<file path="src/rtl/core/assert_macros.svh">
// shared concurrent assertion macros
`ifndef ASSERT_MACROS_SVH
`define ASSERT_MACROS_SVH

`ifndef SYNTH

// same-cycle implication
`define ASSERT_IMP(label, clk, rst_n, ante, cons) \
    label: assert property (@(posedge clk) disable iff (!rst_n) (ante) |-> (cons)) \
        else $error("assertion failed");

// next-cycle implication
`define ASSERT_NXT(label, clk, rst_n, ante, cons) \
    label: assert property (@(posedge clk) disable iff (!rst_n) (ante) |=> (cons)) \
        else $error("assertion failed");

`else

`define ASSERT_IMP(label, clk, rst_n, ante, cons)
`define ASSERT_NXT(label, clk, rst_n, ante, cons)

`endif

`endif

</file>
<file path="src/rtl/core/rbdc_pkg.sv">
package rbdc_pkg;

    localparam logic MODE_DECODE = 1'b0;
    localparam logic MODE_ENCODE = 1'b1;

    localparam logic [7:0] STOP_MASK  = 8'h7F;
    localparam logic [7:0] WDAY_MASK  = 8'h07;

    localparam logic [31:0] SECS_PER_MIN  = 32'd60;
    localparam logic [31:0] SECS_PER_HOUR = 32'd3600;
    localparam logic [31:0] SECS_PER_DAY  = 32'd86400;
    localparam logic [31:0] DAYS_PER_YEAR = 32'd365;
    localparam logic [31:0] SECS_PER_YEAR = DAYS_PER_YEAR * SECS_PER_DAY;

    localparam logic [7:0] SEC_MAX   = 8'd59;
    localparam logic [7:0] MIN_MAX   = 8'd59;
    localparam logic [7:0] HOUR_MAX  = 8'd23;
    localparam logic [7:0] WDAY_MIN  = 8'd1;
    localparam logic [7:0] WDAY_MAX  = 8'd7;
    localparam logic [7:0] DAY_MIN   = 8'd1;
    localparam logic [7:0] DAY_MAX   = 8'd31;
    localparam logic [7:0] MONTH_MIN = 8'd1;
    localparam logic [7:0] MONTH_MAX = 8'd12;
    localparam logic [7:0] YEAR_MIN  = 8'd1;
    localparam logic [7:0] YEAR_MAX  = 8'd99;
    localparam logic [7:0] FEB       = 8'd2;

    typedef struct packed {
        logic       mode;
        logic [7:0] sec_in;
        logic [7:0] min_in;
        logic [7:0] hour_in;
        logic [7:0] weekday_in;
        logic [7:0] day_in;
        logic [7:0] month_in;
        logic [7:0] year_in;
    } item_t;

    typedef struct packed {
        logic [31:0] epoch_seconds;
        logic [7:0]  sec_out;
        logic [7:0]  min_out;
        logic [7:0]  hour_out;
        logic [2:0]  weekday_out;
        logic [7:0]  day_out;
        logic [7:0]  month_out;
        logic [7:0]  year_out;
        logic        month_error;
    } result_t;

    // high nibble times ten plus low nibble, no digit check
    function automatic logic [7:0] from_bcd(input logic [7:0] b);
        return ({4'd0, b[7:4]} * 8'd10) + {4'd0, b[3:0]};
    endfunction

    // divide by ten through reciprocal, exact for values below 100
    function automatic logic [7:0] to_bcd(input logic [7:0] v,
                                          input logic [7:0] lo,
                                          input logic [7:0] hi);
        logic [15:0] prod;
        logic [3:0]  q;
        logic [7:0]  tens;
        logic [7:0]  rem;
        prod = {8'd0, v} * 16'd205;
        q    = prod[14:11];
        tens = {4'd0, q} * 8'd10;
        rem  = v - tens;
        if (v < lo || v > hi)
            return 8'd0;
        return {q, rem[3:0]};
    endfunction

    function automatic logic [8:0] days_before_month(input logic [3:0] idx);
        logic [8:0] d;
        unique case (idx)
            4'd0:    d = 9'd0;
            4'd1:    d = 9'd31;
            4'd2:    d = 9'd59;
            4'd3:    d = 9'd90;
            4'd4:    d = 9'd120;
            4'd5:    d = 9'd151;
            4'd6:    d = 9'd181;
            4'd7:    d = 9'd212;
            4'd8:    d = 9'd243;
            4'd9:    d = 9'd273;
            4'd10:   d = 9'd304;
            4'd11:   d = 9'd334;
            default: d = 9'd0;
        endcase
        return d;
    endfunction

endpackage

</file>
<file path="src/rtl/core/rbdc_item_if.sv">
interface rbdc_item_if;
    import rbdc_pkg::*;

    logic  valid;
    logic  ready;
    item_t data;

    modport source (output valid, output data, input ready);
    modport sink   (input valid, input data, output ready);
endinterface

</file>
<file path="src/rtl/core/rbdc_result_if.sv">
interface rbdc_result_if;
    import rbdc_pkg::*;

    logic    valid;
    logic    ready;
    result_t data;

    modport source (output valid, output data, input ready);
    modport sink   (input valid, input data, output ready);
endinterface

</file>
<file path="src/rtl/core/rtc_bcd_datetime_convert_unit.sv">
// Converts the seven date and time bytes of a BCD real-time clock. Mode 0 decodes the
// raw bytes (stop bit and weekday masked) into binary fields plus seconds since
// midnight at the start of year 0, flagging a month outside 1 to 12; mode 1 range-checks
// binary fields and returns BCD bytes, 0 where out of range. Every beat gives exactly
// one result beat, passed through an input register and a result register to the
// result side. One beat is taken in every cycle while the result side keeps up.
`include "assert_macros.svh"

module rtc_bcd_datetime_convert_unit (
    input  logic           clk,
    input  logic           rst_n,
    rbdc_item_if.sink      item,
    rbdc_result_if.source  result
);
    import rbdc_pkg::*;

    logic    in_valid_reg;
    item_t   in_data_reg;
    logic    out_valid_reg;
    result_t out_data_reg;

    logic    out_free;
    logic    advance;
    result_t res_next;

    logic [7:0]  sec_b, min_b, hour_b, day_b, month_b, year_b;
    logic        bad_month;
    logic        leap_add;
    logic [3:0]  month_idx;
    logic [8:0]  month_days;
    logic [8:0]  year_plus;
    logic [31:0] day_part;
    logic [31:0] secs;

    assign out_free   = !out_valid_reg || result.ready;
    assign advance    = in_valid_reg && out_free;
    assign item.ready = !in_valid_reg || out_free;

    always_comb
    begin
        sec_b      = from_bcd(in_data_reg.sec_in & STOP_MASK);
        min_b      = from_bcd(in_data_reg.min_in);
        hour_b     = from_bcd(in_data_reg.hour_in);
        day_b      = from_bcd(in_data_reg.day_in);
        month_b    = from_bcd(in_data_reg.month_in);
        year_b     = from_bcd(in_data_reg.year_in);
        bad_month  = (month_b < MONTH_MIN) || (month_b > MONTH_MAX);
        month_idx  = 4'(month_b - 8'd1);
        month_days = bad_month ? 9'd0 : days_before_month(month_idx);
        leap_add   = !bad_month && (year_b[1:0] == 2'd0) && (month_b > FEB);
        year_plus  = ({1'b0, year_b} + 9'd3) >> 2;
        day_part   = 32'(day_b) + 32'(month_days) + 32'(leap_add) + 32'(year_plus);
        // day - 1 folded into the constant term, wraps modulo 2^32
        secs       = day_part * SECS_PER_DAY + 32'(year_b) * SECS_PER_YEAR
                   - SECS_PER_DAY + 32'(sec_b) + 32'(min_b) * SECS_PER_MIN
                   + 32'(hour_b) * SECS_PER_HOUR;

        if (in_data_reg.mode == MODE_ENCODE)
        begin
            res_next.epoch_seconds = 32'd0;
            res_next.sec_out       = to_bcd(in_data_reg.sec_in, 8'd0, SEC_MAX);
            res_next.min_out       = to_bcd(in_data_reg.min_in, 8'd0, MIN_MAX);
            res_next.hour_out      = to_bcd(in_data_reg.hour_in, 8'd0, HOUR_MAX);
            res_next.weekday_out   = (in_data_reg.weekday_in < WDAY_MIN ||
                                      in_data_reg.weekday_in > WDAY_MAX)
                                   ? 3'd0 : in_data_reg.weekday_in[2:0];
            res_next.day_out       = to_bcd(in_data_reg.day_in, DAY_MIN, DAY_MAX);
            res_next.month_out     = to_bcd(in_data_reg.month_in, MONTH_MIN, MONTH_MAX);
            res_next.year_out      = to_bcd(in_data_reg.year_in, YEAR_MIN, YEAR_MAX);
            res_next.month_error   = 1'b0;
        end
        else
        begin
            res_next.epoch_seconds = secs;
            res_next.sec_out       = sec_b;
            res_next.min_out       = min_b;
            res_next.hour_out      = hour_b;
            res_next.weekday_out   = 3'(in_data_reg.weekday_in & WDAY_MASK);
            res_next.day_out       = day_b;
            res_next.month_out     = month_b;
            res_next.year_out      = year_b;
            res_next.month_error   = bad_month;
        end
    end

    always_ff @(posedge clk or negedge rst_n)
    begin
        if (!rst_n)
        begin
            in_valid_reg  <= 1'b0;
            out_valid_reg <= 1'b0;
        end
        else
        begin
            if (item.ready)
                in_valid_reg <= item.valid;
            if (out_free)
                out_valid_reg <= in_valid_reg;
        end
    end

    always_ff @(posedge clk)
    begin
        if (item.valid && item.ready)
            in_data_reg <= item.data;
        if (advance)
            out_data_reg <= res_next;
    end

    assign result.valid = out_valid_reg;
    assign result.data  = out_data_reg;

    `ASSERT_IMP(a_no_overrun, clk, rst_n, in_valid_reg && !out_free, !item.ready)
    `ASSERT_NXT(a_advance_shows, clk, rst_n, advance, result.valid)
    `ASSERT_IMP(a_err_month, clk, rst_n, result.valid && result.data.month_error,
                result.data.month_out == 8'd0 || result.data.month_out > MONTH_MAX)
    `ASSERT_IMP(a_encode_clean, clk, rst_n,
                advance && in_data_reg.mode == MODE_ENCODE,
                res_next.epoch_seconds == 32'd0 && !res_next.month_error)

endmodule

</file>
<file path="src/flat_wrapper.sv">
// flat-port wrapper written by rule: the top's interface ports become plain ports
module rtc_bcd_datetime_convert_unit_flat import rbdc_pkg::*;
  (clk, rst_n, item_valid, item_data, item_ready, result_valid, result_data, result_ready);
  rbdc_item_if item_i ();
  rbdc_result_if result_i ();
  input  logic clk;
  input  logic rst_n;
  input wire logic [$bits(item_i.valid)-1:0] item_valid;
  input wire logic [$bits(item_i.data)-1:0] item_data;
  output wire logic [$bits(item_i.ready)-1:0] item_ready;
  output wire logic [$bits(result_i.valid)-1:0] result_valid;
  output wire logic [$bits(result_i.data)-1:0] result_data;
  input wire logic [$bits(result_i.ready)-1:0] result_ready;
  assign item_i.valid = item_valid;
  assign item_i.data = item_data;
  assign item_ready = item_i.ready;
  assign result_valid = result_i.valid;
  assign result_data = result_i.data;
  assign result_i.ready = result_ready;
  rtc_bcd_datetime_convert_unit u_core (.clk(clk), .rst_n(rst_n), .item(item_i), .result(result_i));
endmodule
</file>
<file path="config.mk">
export PLATFORM = sky130hd
export DESIGN_NAME = rtc_bcd_datetime_convert_unit_flat
export DESIGN_NICKNAME = d
export VERILOG_FILES = /design/src/rtl/core/rbdc_pkg.sv /design/src/rtl/core/rbdc_item_if.sv /design/src/rtl/core/rbdc_result_if.sv /design/src/rtl/core/rtc_bcd_datetime_convert_unit.sv /design/src/flat_wrapper.sv
export VERILOG_INCLUDE_DIRS = /design/src /design/src/rtl/core
export SDC_FILE = /design/constraint.sdc
export NUM_CORES = 1
export LEC_CHECK = 0
export ABC_AREA = 1
export ABC_CLOCK_PERIOD_IN_PS = 13700
export BUFFER_PORTS_ARGS = -buffer_cell sky130_fd_sc_hd__buf_4
export CAP_MARGIN = 40
export CORE_UTILIZATION = 60
export DETAILED_ROUTE_END_ITERATION = 10
export PLACE_DENSITY = 0.77
export SLEW_MARGIN = 15
export SYNTH_ARGS = -nofsm -noshare
export SYNTH_HDL_FRONTEND = slang
export SYNTH_SLANG_ARGS = --single-unit
</file>
<file path="constraint.sdc">
create_clock -name clk -period 13.7 [get_ports clk]
set_clock_uncertainty 0.2 [all_clocks]
set_input_delay 0.685 -clock clk [delete_from_list [all_inputs] [get_ports clk]]
set_output_delay 0.685 -clock clk [all_outputs]
set_load 0.005 [all_outputs]
</file>
### Word level (Yosys, flattened, before mapping)

Memories as Yosys holds them, arrays and structs flattened.
Index checks and enable logic that the tools add are counted.

* flip-flop bits (word level): 143
* memory bits (read-only): 144
* bits of input ports: 61
* output and inout bits: 86
* word-level logic and storage cells: 126
* memories: 1

Memories
* (no name shown): depth 16, bits a word 9, rd ports 1, clocked after memory_dff 0, write ports 0, line rbdc_pkg.sv:75 `unique case (idx)`

* add/subtract/negate cells: 22
* $mul: 22
* magnitude comparators: 17
* mux-type cells: 27
* reductions and logical operators: 18

Operator list (number)
* $mux 8: 12
* $mul 8x8->15 const B: 6
* $lt 8x1->1 const B: 8
* $mux 52: 1
* $add 8x4->8: 6
* $mul 4x3->7 const B: 5
* $add 32x1->32: 1
* $add 32x14->32: 1
* $add 32x20->32: 1
* $add 32x32->32: 1
* $add 32x7->32: 1
* $add 32x8->32: 1
* $mul 32x10->25 const B: 1
* $sub 32x17->32 const B: 1
* $mul 8x18->25 const B: 1
* $mul 4x3->3 const B: 6
* $sub 4x4->4: 6
* $gt 8x4->1 const B: 2
* $gt 8x5->1 const B: 2
* $gt 8x6->1 const B: 2
* $mul 8x8->16 const B: 1
* $mul 8x4->12 const B: 1
* $mux 1: 12
* $add 8x9->10: 1
* other kinds (12): 26

### Depth between registers and ports, before layout

Gate-level depths: netlist (run 1).

* word-level depth: 15
* gate-level depth with buffers: 61
* gate-level depth less buffers: 61

### Least setup slack after synthesis (run 1)

OpenSTA, ideal clock, no wires.

* path type: register to register
* start point: reg u_core.in_data_reg[13] (netlist bit)
* end point: reg u_core.out_data_reg, in the netlist u_core.result.data[83], data pin
* setup time: 255 ps
* arrival: 9373 ps
* data required time: 13245 ps
* path slack: 3873 ps
* stages on the path, launching flop included: 58
* buffers on the path: 0
* clock period less this slack: 9827 ps
* cell sequence: edfxtp_1 -> ha_1 -> ha_1 -> inv_1 -> fa_1 -> xnor2_1 -> nand3_2 -> xnor2_2 -> inv_1 -> nor2_4 -> nand2_2 -> inv_2 -> nand2_1 -> a21oi_1 -> ha_1 -> a21oi_2 -> nand2_2 -> a21oi_1 -> [22 not listed] -> ha_1 -> nand2_1 -> nor4_1 -> nand4_1 -> nand3_1 -> xor2_1 -> ha_1 -> inv_1 -> ha_1 -> ha_1 -> ha_1 -> nand2_1 -> nor3_1 -> nand4_1 -> o211ai_1 -> nand3_1 -> nand2_1 -> nor2_1

* cells in the longest elaborated chain, start to end: 15
* elaborated cells between the ends (all ways): 21
* classes of those cells: add/sub (10); mul (2); order compare (3); mux (1); reduce/logical (4); memory (1)

RTL lines
* start, declared: line rtc_bcd_datetime_convert_unit.sv:18 `item_t in_data_reg;`
* start signal, assigned: line rtc_bcd_datetime_convert_unit.sv:105 `in_data_reg <= item.data;`
* $mul 4x3->7 *: line rbdc_pkg.sv:53 `return ({4'd0, b[7:4]} * 8'd10) + {4'd0, b[3:0]};`
* $add 8x4->8 *: line rbdc_pkg.sv:53
* branches (longest 5 deep; another with $add 8x9->10)
* $add 32x1->32 *: line rtc_bcd_datetime_convert_unit.sv:52 `day_part = 32'(day_b) + 32'(month_days) + 32'(leap_add) + 32'(year_plus);`
* $add 32x7->32 *: line rtc_bcd_datetime_convert_unit.sv:52
* $mul 32x10->25 *: line rtc_bcd_datetime_convert_unit.sv:54 `secs = day_part * SECS_PER_DAY + 32'(year_b) * SECS_PER_YEAR`
* $add 32x32->32 *: line rtc_bcd_datetime_convert_unit.sv:54
* $sub 32x17->32 *: line rtc_bcd_datetime_convert_unit.sv:55 `- SECS_PER_DAY + 32'(sec_b) + 32'(min_b) * SECS_PER_MIN`
* $add 32x8->32 *: line rtc_bcd_datetime_convert_unit.sv:55
* $add 32x14->32 *: line rtc_bcd_datetime_convert_unit.sv:55
* $add 32x20->32 *: line rtc_bcd_datetime_convert_unit.sv:56 `+ 32'(hour_b) * SECS_PER_HOUR;`
* end signal, assigned: line rtc_bcd_datetime_convert_unit.sv:107 `out_data_reg <= res_next;`
* end, declared: line rtc_bcd_datetime_convert_unit.sv:20 `result_t out_data_reg;`

Every way passes the cells marked *.
A chain may end at the register's enable or synchronous reset.

### Worst setup path in the final report (run 1)

Ends and elaborated chain as after synthesis.

==> summary.txt, run 1 <==
Status
  • Status: finished, final reports clean

STA
  • Min Tclk post-route: 11260 ps
  • Rel. slew slack: 47.5%
  • Hold Vio Cnt, Final: 0
  • Max Fclk: 0.0888 GHz
  • Post-Route Setup TNS: 0 ps
  • Slew of the pin with the lowest slew margin: 788 ps
  • Final Max Slew Viols: 0
  • Endpoints failing setup: 0
  • RSZ-0062 raised after global routing: no
  • Hold slack: 193 ps
  • Period utilisation layout: 82.2%

Synth
  • Yosys warns: 0
  • EDFF count, synth: 141
  • Top post-synthesis cells by area: ha_1 32%, edfxtp_1 18%, fa_1 14%, inv_1 10%, nand2_1 5.8%
  • Sequential element share of the synthesized area: 17.7%
  • Seq cells post-synth: 143
  • Syn Inst Count: 2779
  • Main synth FF type: edfxtp_1
  • Post-synthesis cell type count: 53
  • Post-Syn Area per Cell: 8.69 um2
  • Ys async rst share: 1.40%
  • Yosys top cell area share: 32.1%
  • Cell type with the highest aggregate area in the netlist: ha_1
  • Syn Std Cell Area: 24200 um2

Global route
  • Largest net degree at the start of global routing: 58
  • Remaining Overflow, GRT: 0
  • First-pass GRT wire length: 92300 um
  • Vias in the first global route: 19.4k
  • Initial antenna violation count: 0
  • GRT Overall Usage: 28.1%

Route
  • WL final: 54900 um
  • Routed vias/inst: 5.39
  • Initial DRC count: 993
  • First drt pass iteration count: 6
  • Post-DRT Antenna Nets: 0
  • DR vias: 18.8k
  • # DRC: 0
  • DR WL/cell: 15.8 um

Die
  • Core ar.: 39700 um2
  • Io pins: 147
  • Die area: 41100 um2
  • Initial core utilization: 60.8%
  • Die H: 203 um
  • Row cnt: 73
  • Die extent in x: 203 um

Worst setup path
  • Most frequent CP cell: ha_1
  • CP Capture Type: register
  • Reg2Reg Setup Slack: 2440 ps
  • Crit Path Category: register to register
  • Crit path from: u_core.in_data_reg[13]
  • Path depth of the worst reg2reg path: 57
  • Worst setup endpoint: u_core.result.data[83]
  • CP max stage delay: 520 ps
  • Slowest-stage cell, CP: edfxtp_1
  • Crit-path max FO: 8
  • CP arrival: 11280 ps
  • FF-to-FF End: u_core.result.data[83]
  • Reg-to-reg startpoint: u_core.in_data_reg[13]
  • CP Launch Type: register
  • Req. time, crit path: 13720 ps

CTS
  • Clock Sink Count: 143
  • Worst-path clk slew: 60 ps
  • Clk_lat worst skew: 460 ps
  • Post-CTS setup-driven buffer insertion count: 0
  • Total CTS buffers: 17
  • CTS tree: yes
  • CTS max path bufs: 2
  • CTS H-tree depth: 4
  • CTS root buf: clkbuf_16

Worst hold path
  • Worst Hold Class: input pin to register

Final layout
  • N_diodes: 0
  • Commonest non-fill, non-tap cells in the layout: 644 x inv_1, 620 x ha_1, 372 x nand2_1
  • Max reg flops: 84
  • Area growth, synth to finish: 9.88%
  • Commonest non-fill, non-tap cell in the layout: inv_1
  • Nets: 3796
  • Layout cells sized above 1: 7.64%

Placed design
  • Final estimated routing congestion in global placement: 0.958
  • IO buf count: 146
  • Post-detail-place hpwl: 47300 um

Job
  • MaxCap Viol Count: 0
==> worst min-delay path by stage <==
stage	cells past startpoint	slack, ps	startpoint	endpoint
global route	1	170	item_data[31]	u_core.in_data_reg[31]
CTS	1	160	item_data[31]	u_core.in_data_reg[31]
floorplan	0	190	rst_n	u_core.in_valid_reg
global placement	1	270	rst_n	u_core.in_valid_reg
finish	1	190	item_data[31]	u_core.in_data_reg[31]
detailed placement	1	270	rst_n	u_core.result.valid
==> layout make-up <==
type | instances | area, um2
Multi-Input combinational cell | 1981 | 17400
Fill cell | 3205 | 13200
Sequential cell | 143 | 4280
Inverter | 649 | 2440
Timing Repair Buffer | 153 | 1150
Tap cell | 525 | 657
Clock buffer | 18 | 439
Clock inverter | 14 | 158
==> cell usage after synthesis, types with 3 or more instances <==
library cell,instances
clkbuf_1,8
o21a_1,8
nand2_2,7
nand3b_1,5
and2_1,4
nand4_1,25
a31oi_1,11
o21bai_1,14
nor2_1,136
a21oi_1,154
nand3_1,90
o22ai_1,21
a211oi_1,5
xnor2_1,60
a21o_1,13
xor2_1,85
inv_2,4
or2_2,12
nor4_1,3
ha_1,620
o21ai_1,3
o211ai_1,8
edfxtp_1,141
nand3_2,3
o21ai_0,97
nand2_1,372
nor3_1,19
o31ai_1,3
inv_1,645
fa_1,170
==> cells by family (layout without fill, tap and decap cells) <==
logic type	after synthesis	after routing	share of synthesized area, %
AND/OR/NAND/NOR	689	689	12.3
AO/OA/AOI/OAI	349	349	8.11
other	2	6	0.0311
buffers and inverters	659	834	10.3
adder cells (fa/ha/maj)	790	790	46.2
XOR/XNOR	147	147	5.39
flip-flops	143	143	17.7
==> per-stage QoR <==
step | instance area, um2 | worst slack (ps) | std cells | utilization [%]
2_1_floorplan | 24200 | 3870 | 2783 | -
3_3_place_gp | 25900 | 2690 | 3450 | 65.3
3_5_place_dp | 25900 | 2550 | 3450 | 65.3
4_1_cts | 26500 | 2530 | 3483 | 66.8
5_1_grt | 26500 | 1720 | 3483 | 66.8
6_report | 26500 | 2440 | 3483 | 66.8
==> critical path, delay by kind of cell, from the launching register on <==
kind / cells / cell delay (ps)
AO/OA/AOI/OAI: 5 / 980
XOR/XNOR: 4 / 940
AND/OR/NAND/NOR: 23 / 2990
adder cells (fa/ha/maj): 15 / 4760
buffers and inverters: 10 / 640
flip-flops: 1 / 520
==> layer usage <==
| layer | wire, um | GRT usage [%] | part of all wire (%) | up-vias |
|---|---|---|---|---|
| met5 | 0 | 0 | 0 | - |
| met4 | 1170 | 8.38 | 2.1 | 0 |
| met3 | 2500 | 4.22 | 4.6 | 90 |
| met2 | 26700 | 49.0 | 49 | 452 |
| met1 | 24600 | 35.9 | 45 | 8838 |
| li1 | - | - | - | 9376 |
==> what timing repair did <==
action | CTS | global route
hold endpoints to repair | 2 | 0
hold buffers | 1 | 0
resized for setup | 0 | 0
Power of run 1 is not shown: default switching activity piles up to over one toggle a cycle in this logic, so the estimate is an artifact.
==> run 2: changes to the inputs <==
Settings changed: ABC_AREA 1 to 0, ABC_CLOCK_PERIOD_IN_PS 13700 to 9220, CORE_UTILIZATION 60 to 58, PLACE_DENSITY 0.77 to 0.78.
Clock period 13.7 ns to 9.22 ns, I/O delays scaled along.
==> run 2 against run 1 <==
  * The flow now finishes with violations (negative setup slack)
  * Count of clock-buffer cells in the layout shrank 1
  * Non-clock buffer count rose by 302
  * Routed wire length is 2.3% higher
  * Sequential share of layout area shrank 1.5 points
  * First-iteration DRC count down 24%
  * Hold slack got worse by 110 ps
  * Via count decreased by 3.6%
  * Highest routed layer unchanged
==> summary.txt, run 2 <==
CTS
  • Clock Sink Count: 143 (unchanged)
  • CTS H-tree depth: 4 (unchanged)
  • CTS max path bufs: 2 (unchanged)
  • Total CTS buffers: 17 (unchanged)
  • Clk_lat worst skew: 490 ps (+30 ps)
  • Worst-path clk slew: 80 ps (+20 ps)
  • CTS root buf: clkbuf_16
  • CTS tree: yes

STA
  • RSZ-0062 raised after global routing: yes
  • Final Max Slew Viols: 0 (unchanged)
  • Rel. slew slack: 49.2% (+1.7 points)
  • Max Fclk: 0.0910 GHz (+2.5%)
  • Period utilisation layout: 119% (+37 points)
  • Hold Vio Cnt, Final: 0 (unchanged)
  • Endpoints failing setup: 16 (+16)
  • Slew of the pin with the lowest slew margin: 743 ps (-44.7 ps)
  • Setup ws final: -1760 ps (-4210 ps)
  • Min Tclk post-route: 10980 ps (-274 ps)

Route
  • Routed vias/inst: 5.44 (+0.99%)
  • M1 WL: 23000 um (-6.5%)
  • Top Metal Used: met4
  • DR WL/cell: 16.9 um (+7.2%)
  • Routed wl met3: 1930 um (-23%)
  • # DRC: 0 (unchanged)
  • WL final: 56200 um (+2.3%)
  • Initial DRC count: 753 (-24%)
  • DR vias: 18.1k (-3.6%)
  • First drt pass iteration count: 6 (unchanged)
  • Post-DRT Antenna Nets: 0 (unchanged)
  • Wire length on met2: 29100 um (+9.0%)

Die
  • Initial core utilization: 59.2% (-1.6 points)
  • Io pins: 147 (unchanged)
  • Die H: 202 um (-0.54%)
  • Die extent in x: 202 um (-0.54%)
  • Core ar.: 39000 um2 (-1.8%)
  • Die area: 40600 um2 (-1.1%)
  • Row cnt: 72 (-1.4%)

Worst setup path
  • CP arrival: 11010 ps (-270 ps)
  • Req. time, crit path: 9250 ps (-4470 ps)
  • CP Launch Type: register
  • CP max stage delay: 480 ps (-40 ps)
  • Crit Path Category: register to register
  • Slowest-stage cell, CP: fa_1
  • Most frequent CP cell: ha_1
  • CP Capture Type: register
  • Crit-path max FO: 4 (-4)

Job
  • MaxCap Viol Count: 0 (unchanged)

Global route
  • Remaining Overflow, GRT: 0 (unchanged)
  • GRT Overall Usage: 27.8% (-0.31 points)
  • Initial antenna violation count: 0 (unchanged)
  • Largest net degree at the start of global routing: 50 (-14%)
  • Vias in the first global route: 19.2k (-1.1%)
  • First-pass GRT wire length: 90800 um (-1.6%)

Synth
  • Syn Inst Count: 2329 (-16%)
  • Synth top cells by count: 620 x ha_1, 493 x inv_1, 170 x fa_1
  • Post-synthesis cell type count: 75 (+42%)
  • Main synth FF type: edfxtp_1
  • Yosys warns: 0 (unchanged)
  • Cell type with the highest aggregate area in the netlist: ha_1
  • Most common cell in the synthesized netlist: ha_1
  • Sequential element share of the synthesized area: 18.5% (+0.81 points)
  • Ys async rst share: 1.40% (unchanged)
  • Syn Std Cell Area: 23100 um2 (-4.4%)
  • Yosys top cell area share: 33.6% (+1.5 points)
  • Seq cells post-synth: 143 (unchanged)
  • Top post-synthesis cells by area: ha_1 34%, edfxtp_1 18%, fa_1 15%, inv_1 8.0%, xnor2_1 4.6%
  • Post-Syn Area per Cell: 9.92 um2 (+14%)
  • EDFF count, synth: 141 (unchanged)

Final layout
  • Register area: 4280 um2 (unchanged)
  • Commonest non-fill, non-tap cells in the layout: 572 x ha_1, 477 x inv_1, 385 x buf_4
  • Max reg flops: 84 (unchanged)
  • Nets: 3644 (-4.0%)
  • N_diodes: 0 (unchanged)
  • Area growth, synth to finish: 26.7%
  • Commonest non-fill, non-tap cell in the layout: ha_1
  • Layout cells sized above 1: 21.7% (+14 points)
  • Fillers: 2495 (-22%)
  • Area of the multi-input gates: 18200 um2 (+4.7%)

Placed design
  • Post-detail-place hpwl: 44400 um (-6.0%)
  • Final estimated routing congestion in global placement: 0.931 (-2.8%)
  • Worst slack at placement: -1510 ps (-4060 ps)
  • IO buf count: 146 (unchanged)

Status
  • Status: finished with violations
  • Failing checks: negative setup slack

Worst hold path
  • Worst Hold Class: input pin to register
run 2: per-stage QoR:
stage	std cells	hold WS, ps	setup TNS (ps)	util [%]	cell area [um2]
3_5_place_dp	3206	44.9	-14230	69.7	27200
3_3_place_gp	3204	43.5	-10620	69.6	27200
6_report	3324	82.0	-16300	75.0	29300
2_1_floorplan	2333	-34.6	-3730	-	23800
4_1_cts	3310	66.4	-12050	74.0	28900
5_1_grt	3324	95.0	-22590	75.0	29300
run 2: cell families after synthesis:
family | synth area share [%]
adder cells (fa/ha/maj) | 48.3
AO/OA/AOI/OAI | 10.7
flip-flops | 18.5
AND/OR/NAND/NOR | 6.50
XOR/XNOR | 7.41
multiplexers | 0.146
buffers and inverters | 8.30
other | 0.0325
run 2: timing repair:
| action | CTS | global route |
|---|---|---|
| gates resized for setup | 68 | 52 |
| buffers inserted | 14 | 14 |
| endpoints found under the setup margin | 15 | 19 |
| endpoints found under the hold margin | 60 | 0 |
| hold buffers | 59 | 0 |
| pin swaps | 71 | 62 |
run 2: path summary, 6_finish.rpt:
path	cells after the start	start	end	slack, ps
min	3	result_ready	u_core.result.valid	80
min reg2reg	1	u_core.in_valid_reg	u_core.result.valid	320
max in group asynchronous	2	rst_n	u_core.in_valid_reg	8590
max reg2reg	46	u_core.in_data_reg[13]	u_core.result.data[83]	-1760
max	46	u_core.in_data_reg[13]	u_core.result.data[83]	-1760
min in group asynchronous	2	rst_n	u_core.result.valid	150
run 2: final cells by class:
class | count | share of cell area (%)
Multi-Input combinational cell | 1681 | 62.3
Sequential cell | 143 | 14.6
Clock buffer | 17 | 1.45
Clock inverter | 15 | 0.663
Timing Repair Buffer | 455 | 12.4
Inverter | 495 | 6.35
Tap cell | 518 | 2.21
run 2: layer usage:
metal | track usage (%) | vias up
li1 | - | 8804
met1 | 32.4 | 8748
met2 | 50.7 | 388
met3 | 3.74 | 137
met4 | 12.0 | 0
met5 | 0 | -
run 2: critical path: cells and delay by family (launching register included):
kind                     cells  cell delay [ps]
adder cells (fa/ha/maj)     16             4790
AO/OA/AOI/OAI               11             1930
AND/OR/NAND/NOR              8             1640
XOR/XNOR                     5              980
buffers and inverters        6              730
flip-flops                   1              410
Power of run 2 is left out for the same reason.
